File: src/fbpc_pkg.sv
// Shared constants, types and helpers for the framebuffer to page converter.
`timescale 1ns / 1ps

package fbpc_pkg;

  // Frame geometry.
  localparam int ROW_BYTES  = 16;
  localparam int PAGE_COUNT = 16;
  localparam int COL_W      = (ROW_BYTES > 1) ? $clog2(ROW_BYTES) : 1;
  localparam int PAGE_W     = 4;
  localparam int ROW_W      = 3;
  localparam int STORE_ROWS = 7;

  // Panel command words.
  localparam logic [7:0] CMD_PAGE_BASE = 8'hB0;
  localparam logic [7:0] CMD_COL_HIGH  = 8'h10;
  localparam logic [7:0] CMD_COL_LOW   = 8'h00;

  // Output sequence positions within one tile job.
  localparam logic [3:0] STEP_PAGE     = 4'd0;
  localparam logic [3:0] STEP_COL_HIGH = 4'd1;
  localparam logic [3:0] STEP_COL_LOW  = 4'd2;
  localparam logic [3:0] STEP_DATA0    = 4'd3;
  localparam logic [3:0] STEP_LAST     = 4'd10;

  // One tile job: stored rows 0..6 of a column byte, the row 7 byte and its strip.
  typedef struct packed {
    logic [STORE_ROWS-1:0][7:0] rows;
    logic [7:0]                 px;
    logic [PAGE_W-1:0]          page;
    logic                       first;
  } job_t;

  // Column k of a tile, MSB of each row byte is column 0; bit r is row r.
  function automatic logic [7:0] tile_column(job_t job, logic [2:0] k);
    logic [7:0] col;
    logic [2:0] bit_sel;
    bit_sel = 3'd7 - k;
    for (int r = 0; r < STORE_ROWS; r++) begin
      col[r] = job.rows[r][bit_sel];
    end
    col[7] = job.px[bit_sel];
    return col;
  endfunction

endpackage

File: src/framebuffer_to_page_converter.sv
// Top level of the framebuffer to page converter.
// Rows 0..6 words are taken one per cycle unless a full queue holds the job stage,
// and give no output. A row 7 word passes the job stage, the two-job queue that
// absorbs bursts and the back end's single output register; then its eight data
// words (eleven with the three strip commands) go out one per cycle unless stalled.
// Synchronous active-high reset clears the frame position, queue and output valid.
`timescale 1ns / 1ps

module framebuffer_to_page_converter (
  input  logic       clk,
  input  logic       rst,
  input  logic       s_axis_tvalid,
  output logic       s_axis_tready,
  input  logic [7:0] s_axis_tdata,  // [7:0] pixel_byte
  input  logic       s_axis_tuser,  // [0] start_of_frame
  output logic       m_axis_tvalid,
  input  logic       m_axis_tready,
  output logic [7:0] m_axis_tdata,  // [7:0] out_byte
  output logic       m_axis_tuser,  // [0] is_data
  output logic       m_axis_tlast
);

  logic           front_valid;
  fbpc_pkg::job_t front_job;
  logic           queue_full;
  logic           head_valid;
  fbpc_pkg::job_t head_job;
  logic           head_pop;

  fbpc_front u_front (
    .clk            (clk),
    .rst            (rst),
    .in_valid       (s_axis_tvalid),
    .in_ready       (s_axis_tready),
    .pixel_byte     (s_axis_tdata),
    .start_of_frame (s_axis_tuser),
    .job_valid      (front_valid),
    .job            (front_job),
    .job_full       (queue_full)
  );

  fbpc_queue u_queue (
    .clk        (clk),
    .rst        (rst),
    .push_valid (front_valid),
    .push_job   (front_job),
    .full       (queue_full),
    .head_valid (head_valid),
    .head_job   (head_job),
    .pop        (head_pop)
  );

  fbpc_back u_back (
    .clk       (clk),
    .rst       (rst),
    .job_valid (head_valid),
    .job       (head_job),
    .job_pop   (head_pop),
    .out_valid (m_axis_tvalid),
    .out_ready (m_axis_tready),
    .out_byte  (m_axis_tdata),
    .is_data   (m_axis_tuser),
    .last      (m_axis_tlast)
  );

endmodule

File: src/fbpc_front.sv
// Front end: frame position counters, strip row store and tile job issue.
`timescale 1ns / 1ps

module fbpc_front (
  input  logic          clk,
  input  logic          rst,
  input  logic          in_valid,
  output logic          in_ready,
  input  logic [7:0]    pixel_byte,
  input  logic          start_of_frame,
  output logic          job_valid,
  output fbpc_pkg::job_t job,
  input  logic          job_full
);

  logic [fbpc_pkg::ROW_W-1:0]  row_in_strip, row_in_strip_next, cur_row;
  logic [fbpc_pkg::COL_W-1:0]  column_byte, column_byte_next, cur_col;
  logic [fbpc_pkg::PAGE_W-1:0] page_index, page_index_next, cur_page;
  logic                        accept;
  logic                        is_tile_row;
  logic                        push;

  // Rows 0..6 of the strip, one entry per column byte.
  logic [fbpc_pkg::STORE_ROWS-1:0][7:0] strip_rows [fbpc_pkg::ROW_BYTES];

  // A start flag takes the word as the first one of a new frame.
  assign cur_row  = start_of_frame ? '0 : row_in_strip;
  assign cur_col  = start_of_frame ? '0 : column_byte;
  assign cur_page = start_of_frame ? '0 : page_index;

  assign is_tile_row = (cur_row == fbpc_pkg::ROW_W'(fbpc_pkg::STORE_ROWS));
  assign push        = job_valid && !job_full;
  assign in_ready    = !job_valid || !job_full;
  assign accept      = in_valid && in_ready;

  // Position advance: column wraps into the row, row 7 into the page.
  always_comb begin
    row_in_strip_next = cur_row;
    column_byte_next  = cur_col + 1'b1;
    page_index_next   = cur_page;
    if (cur_col == fbpc_pkg::COL_W'(fbpc_pkg::ROW_BYTES - 1)) begin
      column_byte_next = '0;
      if (is_tile_row) begin
        row_in_strip_next = '0;
        if (cur_page == fbpc_pkg::PAGE_W'(fbpc_pkg::PAGE_COUNT - 1)) begin
          page_index_next = '0;
        end else begin
          page_index_next = cur_page + 1'b1;
        end
      end else begin
        row_in_strip_next = cur_row + 1'b1;
      end
    end
  end

  always_ff @(posedge clk) begin
    if (rst) begin
      row_in_strip <= '0;
      column_byte  <= '0;
      page_index   <= '0;
    end else if (accept) begin
      row_in_strip <= row_in_strip_next;
      column_byte  <= column_byte_next;
      page_index   <= page_index_next;
    end
  end

  // Store writes for rows 0..6; row 7 reads the whole column entry.
  always_ff @(posedge clk) begin
    if (accept && !is_tile_row) begin
      strip_rows[cur_col][cur_row] <= pixel_byte;
    end
    if (accept && is_tile_row) begin
      job.rows  <= strip_rows[cur_col];
      job.px    <= pixel_byte;
      job.page  <= cur_page;
      job.first <= (cur_col == '0);
    end
  end

  // Job stage holds until the queue takes it.
  always_ff @(posedge clk) begin
    if (rst) begin
      job_valid <= 1'b0;
    end else if (accept && is_tile_row) begin
      job_valid <= 1'b1;
    end else if (push) begin
      job_valid <= 1'b0;
    end
  end

endmodule

File: src/fbpc_queue.sv
// Two-entry queue of tile jobs between the front and back ends.
`timescale 1ns / 1ps

module fbpc_queue (
  input  logic           clk,
  input  logic           rst,
  input  logic           push_valid,
  input  fbpc_pkg::job_t push_job,
  output logic           full,
  output logic           head_valid,
  output fbpc_pkg::job_t head_job,
  input  logic           pop
);

  fbpc_pkg::job_t entries [2];
  logic           wr_ptr;
  logic           rd_ptr;
  logic [1:0]     count;
  logic           do_push;
  logic           do_pop;

  assign full       = (count == 2'd2);
  assign head_valid = (count != 2'd0);
  assign head_job   = entries[rd_ptr];
  assign do_push    = push_valid && !full;
  assign do_pop     = pop && head_valid;

  always_ff @(posedge clk) begin
    if (do_push) begin
      entries[wr_ptr] <= push_job;
    end
  end

  // Pointers and occupancy.
  always_ff @(posedge clk) begin
    if (rst) begin
      wr_ptr <= 1'b0;
      rd_ptr <= 1'b0;
      count  <= 2'd0;
    end else begin
      if (do_push) begin
        wr_ptr <= !wr_ptr;
      end
      if (do_pop) begin
        rd_ptr <= !rd_ptr;
      end
      case ({do_push, do_pop})
        2'b10:   count <= count + 2'd1;
        2'b01:   count <= count - 2'd1;
        default: count <= count;
      endcase
    end
  end

endmodule

File: src/fbpc_back.sv
// Back end: command and transposed column byte sequencer with output register.
`timescale 1ns / 1ps

module fbpc_back (
  input  logic           clk,
  input  logic           rst,
  input  logic           job_valid,
  input  fbpc_pkg::job_t job,
  output logic           job_pop,
  output logic           out_valid,
  input  logic           out_ready,
  output logic [7:0]     out_byte,
  output logic           is_data,
  output logic           last
);

  logic [3:0] idx;
  logic [3:0] step;
  logic [2:0] col_k;
  logic       load;
  logic       step_last;
  logic [7:0] byte_next;
  logic       data_next;

  // Later tiles of a strip skip the three commands.
  assign step      = job.first ? idx : idx + fbpc_pkg::STEP_DATA0;
  assign col_k     = 3'(step - fbpc_pkg::STEP_DATA0);
  assign step_last = (step == fbpc_pkg::STEP_LAST);
  assign load      = job_valid && (!out_valid || out_ready);
  assign job_pop   = load && step_last;

  // Word selection for the current step.
  always_comb begin
    case (step)
      fbpc_pkg::STEP_PAGE: begin
        byte_next = fbpc_pkg::CMD_PAGE_BASE | {4'h0, job.page};
        data_next = 1'b0;
      end
      fbpc_pkg::STEP_COL_HIGH: begin
        byte_next = fbpc_pkg::CMD_COL_HIGH;
        data_next = 1'b0;
      end
      fbpc_pkg::STEP_COL_LOW: begin
        byte_next = fbpc_pkg::CMD_COL_LOW;
        data_next = 1'b0;
      end
      default: begin
        byte_next = fbpc_pkg::tile_column(job, col_k);
        data_next = 1'b1;
      end
    endcase
  end

  // Step counter within the current job.
  always_ff @(posedge clk) begin
    if (rst) begin
      idx <= '0;
    end else if (load) begin
      idx <= step_last ? '0 : idx + 4'd1;
    end
  end

  // Output register.
  always_ff @(posedge clk) begin
    if (rst) begin
      out_valid <= 1'b0;
    end else if (load) begin
      out_valid <= 1'b1;
    end else if (out_ready) begin
      out_valid <= 1'b0;
    end
  end

  always_ff @(posedge clk) begin
    if (load) begin
      out_byte <= byte_next;
      is_data  <= data_next;
      last     <= step_last;
    end
  end

endmodule

File: config.mk
export PLATFORM = sky130hd
export DESIGN_NAME = framebuffer_to_page_converter
export DESIGN_NICKNAME = d
export VERILOG_FILES = /design/src/fbpc_pkg.sv /design/src/framebuffer_to_page_converter.sv /design/src/fbpc_front.sv /design/src/fbpc_queue.sv /design/src/fbpc_back.sv
export SDC_FILE = /design/constraint.sdc
export NUM_CORES = 1
export LEC_CHECK = 0
export ABC_AREA = 1
export BUFFER_PORTS_ARGS = -buffer_cell sky130_fd_sc_hd__buf_4
export CAP_MARGIN = 20
export CORE_ASPECT_RATIO = 1.4
export CORE_MARGIN = 4
export CORE_UTILIZATION = 35
export DETAILED_ROUTE_END_ITERATION = 12
export PLACE_DENSITY_LB_ADDON = 0.05
export SKIP_LAST_GASP = 1
export SLEW_MARGIN = 30
export SYNTH_ARGS = -nofsm -noshare
export SYNTH_HDL_FRONTEND = slang
export SYNTH_HIERARCHICAL = 1
export SYNTH_SLANG_ARGS = --single-unit
File: constraint.sdc
create_clock -name clk -period 12.1 [get_ports clk]
set_input_delay 2.42 -clock clk [delete_from_list [all_inputs] [get_ports clk]]
set_output_delay 2.42 -clock clk [all_outputs]
set_load 0.005 [all_outputs]
==> out/qor.yml <==
status: "finished, final reports clean"
p_leak_nw: 21.3
synth_compound_area_share_pct: 2.06
relSlewSlack_pct: 35.2
critPathRequiredTime_ns: 12.55
via_per_inst: 4.72
wl_per_cell_um: 22.2
crit_chain: "buf_4 -> nor2_4 -> buf_4 -> buf_12 -> buf_16 -> buf_4 -> nand2_1 -> nand3_1 -> nand2_1 -> nand2_1 -> nand4_1"
postCtsSetupBuffers: 0
synth_seq_area_share_pct: 70.6
timing.rr.end: "u_back/out_byte[1]"
coreArea_um2: 136000
fillers: 13200
grt_max_degree: 196
antenna_found_initial: 4
ff2ff_setup_slack_ns: 7.34
hold_viol: 0
crit_path_top_delay_cell: "buf_4"
yosys.area_share.simple_pct: 17.9
setup.worst_path.class: "in -> reg"
initial_core_util_pct: 35.3
drive_gt1_share_pct: 7.60
cts_sinks: 1135
period_share_pct: 43.2
path_clk_slew_ns: 0.06
max_stage_delay_ns: 0.74
min_to: "u_queue/entries[0][5]"
ios: 25
hold_depth: 0
clk_latency_ns: 0.72
std_cell_rows: 160
grt_pass1_wl_mm: 204
ant_nets: 0
r2r_cells: 12
fin_cells: 6284
place_hpwl_mm: 79.9
cts_buffer_depth: 3
numCtsBuffers: 114
yosysUniqueCellTypes: 32
cpLargestDelayFamily: "buffers and inverters"
root_buffer: "clkbuf_16"
period_minus_slack_ns: 5.22
synth-xor-area-share_pct: 0.0730
drv_slew: 0
synth_mux_area_share_pct: 1.70
dp_cells: 6072
layout_commonest_cell: "nand2_1"
multi_input_area_um2: 10700
vias: 29600
portBuffers: 24
min_from: "u_front/job[5]"
cts_resized: 0
htreeDepth: 3
dr.first_iter.drc_count: 1796
worstSetupStartpoint: "s_axis_tuser"
ys_warn_count: 6
setup_viol: 0
worstPathArrival_ns: 5.67
firstDrtPassIters: 5
ir_worst_vdd_uv: 127
syn_to_final_growth_pct: 11.9
path_buf_inv: 5
ys_ff_latch: 1135
layout.area.seq_um2: 33900
synthAdderAreaFrac_pct: 0.365
startpoint_type: "input pin"
grt_pass1_vias: 29600
overflow: 0
maxCapViolCount: 0
worstHoldPathType: "reg -> reg"
max_freq_mhz: 191
final_nets: 4434
grt_util_all_layers_pct: 19.4
syn_inst: 4414
gp_congestion: 0.753
cts_tree: "built"
skew_ns: 0.0213
syn_nets: 4441
wirelength_mm: 139
fin_setup_tns_ns: 0
rsz0062_at_grt: "false"
syn_area_per_cell_um2: 10.9
cts_hold_buf: 0
die_h_um: 446
drc: 0
synth_top_family_by_area: "simple AND/OR/NAND/NOR gates"
powerDensity_nw_per_um2: 153
tightest_slew_ns: 0.971
dieArea_um2: 143000
syn_area_um2: 48000
most-common-layout-cells: "nand2_1, edfxtp_1, inv_1"
worstSetupEndpointType: "register"
critPathMaxFanout: 118
die_w_um: 321
## flip-flops by register name, indices dropped and copies added, names as in the netlist, 2 cells and up, named ones only
name	cells
u_front/job	69
u_front/page_index	4
u_front/row_in_strip	3
u_back/idx	4
u_queue/count	2
u_queue/entries	138
u_front/strip_rows	896
u_front/column_byte	4
u_back/out_byte	8
## worst max-delay path by stage
| stage | end | slack (ns) | cells after the start |
|---|---|---|---|
| floorplan | u_front/job[0] | 5.49 | 8 |
| global placement | u_front/strip_rows[5][17] | 5.60 | 7 |
| detailed placement | u_front/strip_rows[5][18] | 5.62 | 7 |
| CTS | u_front/strip_rows[5][18] | 6.41 | 7 |
| global route | u_front/job[59] | 6.60 | 11 |
| finish | u_front/job[55] | 6.88 | 11 |
## area by class of cell
cell class | instances | area share (%)
antenna | 1 | 0.00466
clock buffer | 150 | 5.84
clock inverter | 60 | 1.04
inverter | 675 | 4.74
multi-input combinational | 2405 | 19.9
sequential | 1135 | 63.1
tap | 1782 | 4.16
timing repair buffer | 76 | 1.23
## synth_stat cells
library cell,instances,area share (%)
a21oi_1,10,0.10
buf_1,8,0.063
buf_2,143,1.5
buf_4,6,0.094
buf_6,4,0.094
buf_8,1,0.031
clkbuf_1,37,0.29
dfxtp_1,22,0.92
edfxtp_1,1113,70
ha_1,14,0.37
inv_1,669,5.2
inv_2,5,0.039
inv_4,1,0.013
mux2_2,59,1.4
mux2_4,10,0.31
nand2_1,1191,9.3
nand2_2,4,0.052
nand2_4,1,0.023
nand3_1,312,3.3
nand3_2,1,0.021
nand3b_1,1,0.016
nand4_1,62,0.81
nor2_1,540,4.2
nor2_2,5,0.065
nor3_1,3,0.031
nor3_2,1,0.021
o211ai_1,1,0.016
o21ai_0,157,1.6
o21ai_1,27,0.28
o21bai_1,1,0.016
or2_2,1,0.013
xor2_1,4,0.073
## report_power, final
| part | internal, mW | switching (mW) |
|---|---|---|
| clock | 2.04 | 1.50 |
| combinational | 0.0722 | 0.264 |
| sequential | 4.31 | 0.00207 |
| total | 6.42 | 1.76 |
## layer usage
layer | vias up | global-route usage (%) | wire length, um
met1 | 14700 | 24.9 | 60500
met3 | 159 | 1.97 | 4270
met4 | 0 | 5.58 | 3270
met2 | 439 | 34.9 | 71200
met5 | - | 0 | 0
li1 | 14300 | - | -
## metrics by stage
stage | hold slack, ns | total power [mW] | instance area, um^2 | setup WS (ns) | utilization, %
finish | 0.442 | 8.19 | 53700 | 6.88 | 39.5
global route | 0.453 | 8.49 | 53700 | 6.60 | 39.5
CTS | 0.444 | 8.31 | 53600 | 6.41 | 39.4
detailed placement | 0.431 | 4.74 | 49900 | 5.62 | 36.7
global placement | 0.423 | 4.74 | 49900 | 5.60 | 36.7
floorplan | 0.421 | 4.57 | 48000 | 5.49 | -
## worst register-to-register path, stage by stage, from the launching register on
cell and delay, ns:
dfxtp_4 0.46, mux2_2 0.43, inv_1 0.17, nand2_2 0.43, nand2_4 0.65, ha_1 0.84
buf_4 0.40, inv_1 0.11, buf_4 0.28, nand3_1 0.16, nand3_1 0.20, nand3_1 0.23
nand2_1 0.14
## logic make-up (layout without fill, tap and decap cells)
family,after synthesis,in the layout
flip-flops,1135,1135
buffers and inverters,874,961
adder cells (fa/ha/maj),14,14
AO/OA/AOI/OAI,196,196
multiplexers,69,69
AND/OR/NAND/NOR,2122,2122
other,0,1
XOR/XNOR,4,4
(Power assumes the default switching activity.)
